===== src/design/tspce_pkg.sv =====
// Shared types, codes and constants for the one-wire temperature poll block.
// Holds the CRC-8 byte step used by the scratchpad reader. No dependencies.
`timescale 1ns / 1ps

package tspce_pkg;

  // Scratchpad length of the sensor, last byte is the CRC.
  localparam int SCRATCHPAD_BYTES_DEF = 9;

  // Field widths.
  localparam int NOW_W   = 32;
  localparam int BYTE_W  = 8;
  localparam int TEMP_W  = 24;
  localparam int CFG_W   = 17;
  localparam int INDEX_W = 4;

  // Configuration register indexes.
  localparam logic CFG_CONV_TIME = 1'b0;
  localparam logic CFG_EMA_ALPHA = 1'b1;

  // Configuration reset values.
  localparam logic [CFG_W-1:0] CONV_TIME_RST = 17'd375;
  localparam logic [CFG_W-1:0] EMA_ALPHA_RST = 17'd6554;

  // Alpha of one in Q1.16.
  localparam logic [CFG_W-1:0] ALPHA_ONE = 17'd65536;

  // A raw reading at or below this value means a missing sensor.
  localparam logic signed [15:0] RAW_DISCONNECT_LIMIT = -16'sd2016;

  // Input beat kinds.
  localparam logic CMD_TICK = 1'b0;
  localparam logic CMD_BYTE = 1'b1;

  // Result actions.
  localparam logic [1:0] ACT_CONVERT = 2'd0;
  localparam logic [1:0] ACT_READ    = 2'd1;
  localparam logic [1:0] ACT_REPORT  = 2'd2;

  // Reflected Dallas polynomial.
  localparam logic [7:0] CRC_POLY = 8'h8C;

  // One result beat.
  typedef struct packed {
    logic [1:0]               action;
    logic                     crc_error;
    logic                     valid_res;
    logic signed [TEMP_W-1:0] temperature;
  } result_t;

  // Dallas CRC-8 over one byte, LSB first.
  function automatic logic [7:0] crc8_byte(input logic [7:0] crc, input logic [7:0] b);
    logic [7:0] c;
    c = crc ^ b;
    for (int i = 0; i < 8; i++) begin
      if (c[0]) begin
        c = (c >> 1) ^ CRC_POLY;
      end else begin
        c = c >> 1;
      end
    end
    return c;
  endfunction

endpackage


===== src/design/tspce_ema.sv =====
// Moving-average update of the filtered temperature, Q1.16 weight.
// Depends on tspce_pkg for widths and the alpha limit.
`timescale 1ns / 1ps

module tspce_ema (
  input  logic signed [tspce_pkg::TEMP_W-1:0] filtered,
  input  logic signed [tspce_pkg::TEMP_W-1:0] sample,
  input  logic        [tspce_pkg::CFG_W-1:0]  alpha,
  output logic signed [tspce_pkg::TEMP_W-1:0] updated
);

  logic signed [tspce_pkg::TEMP_W:0]       diff;
  logic        [tspce_pkg::CFG_W-1:0]      alpha_sat;
  logic signed [tspce_pkg::TEMP_W+18:0]    prod;
  logic signed [tspce_pkg::TEMP_W+18:0]    rounded;
  logic signed [tspce_pkg::TEMP_W+18:0]    step;

  // Weight saturates at one.
  assign alpha_sat = (alpha > tspce_pkg::ALPHA_ONE) ? tspce_pkg::ALPHA_ONE : alpha;

  // Difference to the new sample, one bit wider so it cannot wrap.
  assign diff = {sample[tspce_pkg::TEMP_W-1], sample}
              - {filtered[tspce_pkg::TEMP_W-1], filtered};

  assign prod = diff * $signed({1'b0, alpha_sat});

  // Round to nearest, ties upward: add half and take the floor.
  assign rounded = prod + 43'sd32768;
  assign step    = rounded >>> 16;

  // The step never leaves the span between old value and sample.
  assign updated = filtered + step[tspce_pkg::TEMP_W-1:0];

endmodule


===== src/design/temp_sensor_poll_crc_ema.sv =====
// Top level of the one-wire temperature poll with CRC-8 check and smoothing.
// Depends on tspce_pkg and tspce_ema.
`timescale 1ns / 1ps

// The block takes one beat per clock: a time tick or one scratchpad byte.
// A tick while idle asks for a conversion; a tick once conversion_time ticks
// have passed asks for a scratchpad read. The last scratchpad byte is checked
// against the CRC-8 of the ones before it and yields a report with the
// filtered temperature in 1/4096 degree units. Every beat is handled in the
// cycle it is accepted; its result goes to the output register, or to the
// skid entry while that is held. One beat per cycle is taken unless the input
// stalls; the path that sets the clock is the filter update (subtract, one
// 25x18 multiply, round, add). Results wait in an output register backed by
// one skid entry, so input beats keep flowing while one result is held by the
// sink; the input stalls only while a second result waits in the skid entry.

module temp_sensor_poll_crc_ema #(
  parameter int SCRATCHPAD_BYTES = tspce_pkg::SCRATCHPAD_BYTES_DEF
) (
  input  logic        clk,
  input  logic        rst,
  // Input beats. tdata: now [31:0], data_byte [39:32]. tuser: command.
  input  logic        s_axis_tvalid,
  output logic        s_axis_tready,
  input  logic [39:0] s_axis_tdata,
  input  logic        s_axis_tuser,
  // Result beats. tdata: temperature [23:0], valid_res [24], crc_error [25].
  // tuser: action.
  output logic        m_axis_tvalid,
  input  logic        m_axis_tready,
  output logic [31:0] m_axis_tdata,
  output logic [1:0]  m_axis_tuser,
  // Configuration writes.
  input  logic                           cfg_we,
  input  logic                           cfg_index,
  input  logic [tspce_pkg::CFG_W-1:0]    cfg_data
);

  localparam logic [tspce_pkg::INDEX_W-1:0] LAST_INDEX =
    tspce_pkg::INDEX_W'(SCRATCHPAD_BYTES - 1);

  typedef enum logic [1:0] {
    PH_IDLE,
    PH_CONVERT,
    PH_READ
  } phase_t;

  // Configuration registers.
  logic [tspce_pkg::CFG_W-1:0] conversion_time;
  logic [tspce_pkg::CFG_W-1:0] ema_alpha;

  // Poll state.
  phase_t                                 phase, phase_next;
  logic [tspce_pkg::NOW_W-1:0]            convert_start_time, convert_start_time_next;
  logic [tspce_pkg::INDEX_W-1:0]          byte_index, byte_index_next;
  logic [7:0]                             crc_accumulator, crc_accumulator_next;
  logic [7:0]                             temp_low_byte, temp_low_byte_next;
  logic [7:0]                             temp_high_byte, temp_high_byte_next;
  logic signed [tspce_pkg::TEMP_W-1:0]    filtered_temp, filtered_temp_next;
  logic                                   reading_valid, reading_valid_next;

  // Output register and skid entry.
  tspce_pkg::result_t out_reg, skid_reg, res;
  logic               skid_valid;
  logic               res_valid;

  logic                                   accept;
  logic                                   command;
  logic [tspce_pkg::NOW_W-1:0]            now;
  logic [7:0]                             data_byte;
  logic [tspce_pkg::NOW_W-1:0]            elapsed;
  logic signed [15:0]                     raw;
  logic signed [tspce_pkg::TEMP_W-1:0]    sample;
  logic signed [tspce_pkg::TEMP_W-1:0]    ema_value;
  logic                                   crc_bad;

  assign accept    = s_axis_tvalid && s_axis_tready;
  assign command   = s_axis_tuser;
  assign now       = s_axis_tdata[31:0];
  assign data_byte = s_axis_tdata[39:32];

  assign elapsed = now - convert_start_time;
  assign raw     = $signed({temp_high_byte, temp_low_byte});
  assign sample  = {raw, 8'h00};
  assign crc_bad = (data_byte != crc_accumulator);

  // Filter update for the good-sample case.
  tspce_ema u_ema (
    .filtered (filtered_temp),
    .sample   (sample),
    .alpha    (ema_alpha),
    .updated  (ema_value)
  );

  // Next state and result of the accepted beat.
  always_comb begin
    phase_next              = phase;
    convert_start_time_next = convert_start_time;
    byte_index_next         = byte_index;
    crc_accumulator_next    = crc_accumulator;
    temp_low_byte_next      = temp_low_byte;
    temp_high_byte_next     = temp_high_byte;
    filtered_temp_next      = filtered_temp;
    reading_valid_next      = reading_valid;
    res_valid               = 1'b0;
    res.action              = tspce_pkg::ACT_CONVERT;
    res.crc_error           = 1'b0;

    if (accept) begin
      unique case (phase)
        PH_IDLE: begin
          if (command == tspce_pkg::CMD_TICK) begin
            convert_start_time_next = now;
            phase_next              = PH_CONVERT;
            res_valid               = 1'b1;
            res.action              = tspce_pkg::ACT_CONVERT;
          end
        end
        PH_CONVERT: begin
          if (command == tspce_pkg::CMD_TICK &&
              elapsed >= {{(tspce_pkg::NOW_W - tspce_pkg::CFG_W){1'b0}}, conversion_time}) begin
            phase_next           = PH_READ;
            byte_index_next      = '0;
            crc_accumulator_next = '0;
            res_valid            = 1'b1;
            res.action           = tspce_pkg::ACT_READ;
          end
        end
        PH_READ: begin
          if (command == tspce_pkg::CMD_BYTE) begin
            if (byte_index >= LAST_INDEX) begin
              // Check byte: close the reading and report.
              phase_next      = PH_IDLE;
              byte_index_next = '0;
              res_valid       = 1'b1;
              res.action      = tspce_pkg::ACT_REPORT;
              res.crc_error   = crc_bad;
              if (crc_bad || raw <= tspce_pkg::RAW_DISCONNECT_LIMIT) begin
                reading_valid_next = 1'b0;
              end else begin
                filtered_temp_next = reading_valid ? ema_value : sample;
                reading_valid_next = 1'b1;
              end
            end else begin
              if (byte_index == '0) begin
                temp_low_byte_next = data_byte;
              end
              if (byte_index == tspce_pkg::INDEX_W'(1)) begin
                temp_high_byte_next = data_byte;
              end
              crc_accumulator_next = tspce_pkg::crc8_byte(crc_accumulator, data_byte);
              byte_index_next      = byte_index + 1'b1;
            end
          end
        end
        default: begin
          phase_next = PH_IDLE;
        end
      endcase
    end

    res.temperature = filtered_temp_next;
    res.valid_res   = reading_valid_next;
  end

  // Poll state and configuration.
  always_ff @(posedge clk) begin
    if (rst) begin
      phase              <= PH_IDLE;
      convert_start_time <= '0;
      byte_index         <= '0;
      crc_accumulator    <= '0;
      temp_low_byte      <= '0;
      temp_high_byte     <= '0;
      filtered_temp      <= '0;
      reading_valid      <= 1'b0;
      conversion_time    <= tspce_pkg::CONV_TIME_RST;
      ema_alpha          <= tspce_pkg::EMA_ALPHA_RST;
    end else begin
      phase              <= phase_next;
      convert_start_time <= convert_start_time_next;
      byte_index         <= byte_index_next;
      crc_accumulator    <= crc_accumulator_next;
      temp_low_byte      <= temp_low_byte_next;
      temp_high_byte     <= temp_high_byte_next;
      filtered_temp      <= filtered_temp_next;
      reading_valid      <= reading_valid_next;
      if (cfg_we) begin
        unique case (cfg_index)
          tspce_pkg::CFG_CONV_TIME: conversion_time <= cfg_data;
          tspce_pkg::CFG_EMA_ALPHA: ema_alpha       <= cfg_data;
          default: ;
        endcase
      end
    end
  end

  // Output register with one skid entry. Input stalls only when both are full.
  assign s_axis_tready = !skid_valid;

  always_ff @(posedge clk) begin
    if (rst) begin
      m_axis_tvalid <= 1'b0;
      skid_valid    <= 1'b0;
    end else if (!m_axis_tvalid || m_axis_tready) begin
      if (skid_valid) begin
        out_reg       <= skid_reg;
        m_axis_tvalid <= 1'b1;
        skid_valid    <= 1'b0;
      end else begin
        out_reg       <= res;
        m_axis_tvalid <= res_valid;
      end
    end else if (res_valid) begin
      skid_reg   <= res;
      skid_valid <= 1'b1;
    end
  end

  assign m_axis_tdata = {6'b0, out_reg.crc_error, out_reg.valid_res, out_reg.temperature};
  assign m_axis_tuser = out_reg.action;

endmodule


===== config.mk =====
export PLATFORM = sky130hd
export DESIGN_NAME = temp_sensor_poll_crc_ema
export DESIGN_NICKNAME = d
export VERILOG_FILES = /design/src/design/tspce_pkg.sv /design/src/design/tspce_ema.sv /design/src/design/temp_sensor_poll_crc_ema.sv
export SDC_FILE = /design/constraint.sdc
export NUM_CORES = 2
export LEC_CHECK = 0
export BUFFER_PORTS_ARGS = -buffer_cell sky130_fd_sc_hd__buf_2
export CORE_MARGIN = 1.5
export CORE_UTILIZATION = 36
export CTS_BUF_LIST = sky130_fd_sc_hd__clkbuf_4 sky130_fd_sc_hd__clkbuf_8 sky130_fd_sc_hd__clkbuf_16
export DETAILED_ROUTE_END_ITERATION = 8
export GPL_ROUTABILITY_DRIVEN = 0
export HOLD_SLACK_MARGIN = 0.03
export PLACE_DENSITY_LB_ADDON = 0.15
export SETUP_SLACK_MARGIN = 0.15
export SLEW_MARGIN = 0
export SYNTH_ARGS = -nofsm -noshare
export SYNTH_HDL_FRONTEND = slang
export SYNTH_SLANG_ARGS = --single-unit
export TNS_END_PERCENT = 30

===== constraint.sdc =====
create_clock -name clk -period 14.2 [get_ports clk]
set_input_delay 1.42 -clock clk [delete_from_list [all_inputs] [get_ports clk]]
set_output_delay 1.42 -clock clk [all_outputs]
set_load 0.02 [all_outputs]

==> results.json <==
{
  "synth_compound_area_frac": 0.110,
  "layout-drive-gt1-share": 0.0679,
  "cp_top_family": "compound AO/OA/AOI/OAI gates",
  "hold_viol": 0,
  "synth_edf_count": 56,
  "grt_usage": 0.205,
  "synth_ff_type": "dfxtp_1",
  "post_drt_wl_per_cell_um": 18.2,
  "yosysUniqueCellTypes": 90,
  "synthAdderAreaFrac": 0.409,
  "min_path_type": "register to register",
  "synth_area_leader_cell": "fa_1",
  "fin_nets": 3739,
  "drt_iter0_drc": 1251,
  "synth_area_leaders": "fa_1, ha_1, dfxtp_1",
  "post_cts_resized": 0,
  "hpwl_um": 60900,
  "critPathKind": "register to register",
  "antenna_left": 0,
  "slowest_delay_ps": 990,
  "drt_wl_total_um": 73200,
  "dieHeight_um": 271,
  "grt_pass1_vias": 21100,
  "synth_seq_area_share": 0.160,
  "syn_to_final_growth_pct": 7.83,
  "ioPinCount": 100,
  "min_from": "convert_start_time[27]",
  "use_met3": 0.0213,
  "clock_path_buffers": 2,
  "clkTransAtPathRegs_ps": 80,
  "skew_ps": 17.2,
  "slowest_stage": "xor2_1",
  "crit_path_start": "filtered_temp[0]",
  "grt_use_met2": 0.316,
  "synth_top_area_frac": 0.303,
  "cts_tree": "done",
  "crit_required_ps": 14550,
  "use_met1": 0.305,
  "min_period_ps": 12460,
  "drc": 0,
  "critical_path.most_common_cell": "fa_1",
  "grt_max_degree": 69,
  "initial_core_util": 0.363,
  "clkLatencyLatePin_ps": 450,
  "largest_reg_flops": 32,
  "vias": 20300,
  "start_kind": "register",
  "core.rowCount": 98,
  "stdcell_count": 4027,
  "syn_area_um2": 25900,
  "r2r-start": "filtered_temp[0]",
  "avgSynthCellArea_um2": 8.55,
  "dp.cells": 3995,
  "synth-xor-area-share": 0.0468,
  "critPathBufInv": 5,
  "power.density_nw_per_um2": 61.2,
  "first_pass_iters": 5,
  "post_cts_buffers": 0,
  "fin_crit_sh": 0.878,
  "grt_pass1_wl_um": 119000,
  "yosys_warnings": 0,
  "ctsHoldBuffers": 0,
  "portBuffers": 93,
  "setup_viol": 0,
  "critPathMaxFanout": 13,
  "ys_ff_latch": 179,
  "diodes": 0,
  "slew_violations": 0,
  "cts_root_buffer": "clkbuf_16",
  "fp.dieW_um": 271,
  "synth.mux.area_fraction": 0.0151,
  "tightest_slew_ps": 1270,
  "fin_area_um2": 28000,
  "fmax_mhz": 80.2,
  "antenna_found_initial": 0,
  "synthCells": 3033,
  "fp.coreArea_um2": 71400,
  "synth_top_family_by_area": "adder cells",
  "cp.arrival_ps": 12810,
  "cts_buffers": 17,
  "placed_area_um2": 27400,
  "peakVddDrop_v": 0.0000950,
  "slew_headroom": 0.150,
  "synthArstFlopShare": 0,
  "die_area_um2": 73700,
  "grt_overflow": 0,
  "leakage_uw": 0.0135,
  "cts_sinks": 179,
  "drv_cap": 0,
  "rsz0062_at_grt": "false",
  "status": "complete, no violations",
  "fin_tns_setup_ps": 0,
  "grt-busiest-layer": "met2",
  "yosysMostFrequentCell": "inv_1",
  "critPathCaptureType": "register",
  "synth_common_cells": "inv_1, fa_1, nand2_1, nor2_1, ha_1",
  "viasPerCell": 5.05,
  "finalPower_uw": 1710,
  "cts-htree-levels": 4,
  "synthSimpleGateAreaFrac": 0.158
}
[kinds of logic after synthesis]
logic type,count (synthesis)
AO/OA/AOI/OAI,424
XOR/XNOR,137
adder cells (fa/ha/maj),612
buffers and inverters,691
flip-flops,179
multiplexers,38
other,1
AND/OR/NAND/NOR,951
[where the power goes]
part	total [µW]	switching [µW]	leakage, µW	internal, µW
Combinational	689	429	0.0117	260
Clock	467	232	0.000283	235
Sequential	554	11.7	0.00150	543
Total	1710	672	0.0135	1040
[layer usage]
| metal | vias up | share of wire | wire (µm) |
|---|---|---|---|
| met2 | 496 | 0.44 | 32200 |
| met5 | - | 0 | 0 |
| met1 | 10100 | 0.49 | 36100 |
| li1 | 9633 | - | - |
| met4 | 0 | 0.022 | 1610 |
| met3 | 81 | 0.045 | 3280 |
[worst register-to-register path, delay by kind of cell, from the launching register on]
kind | cells | cell delay [ps]
compound gates | 15 | 4170
xor+xnor | 2 | 1090
fa+ha+maj | 9 | 4040
buf+inv | 5 | 600
flops | 1 | 410
simple gates | 8 | 2060
[worst paths after layout]
kind / endpoint / slack (ps) / depth (start not counted)
worst max-delay path: filtered_temp[22] / 1740 / 39
worst min register to register: convert_start_time[27] / 460 / 2
worst min-delay path: convert_start_time[27] / 460 / 2
worst max register to register: filtered_temp[22] / 1740 / 39
[stage by stage]
| step | hold WS [ps] | setup slack, ps | utilization |
|---|---|---|---|
| CTS | 458 | 1830 | 0.392 |
| floorplan | 436 | 3240 | - |
| detailed placement | 447 | 1880 | 0.384 |
| finish | 456 | 1740 | 0.392 |
| global placement | 443 | 2020 | 0.384 |
| global route | 478 | 1010 | 0.392 |
[area by class of cell]
type                            count  area (µm²)
Clock buffer                       18         433
Clock inverter                     14         133
Fill cell                        7439       43400
Inverter                          569        2140
Multi-Input combinational cell   2168       19200
Sequential cell                   179        4140
Tap cell                          950        1190
Timing Repair Buffer              129         738
[layout by cell type, fill, tap and decap left out, types with 28 or more instances in the layout]
cell	synthesis	routed
inv_1	568	568
fa_1	393	393
nand2_1	365	365
nor2_1	364	363
ha_1	218	218
a21oi_1	144	144
dfxtp_1	123	123
xnor2_1	94	92
buf_2	6	92
o21ai_0	70	70
edfxtp_1	56	56
a21o_1	55	55
nand3_1	49	49
xor2_1	42	42
buf_4	6	37
mux2i_1	30	30
and2_1	28	28
and3_1	28	28
Power figures use the tool's default switching activity.
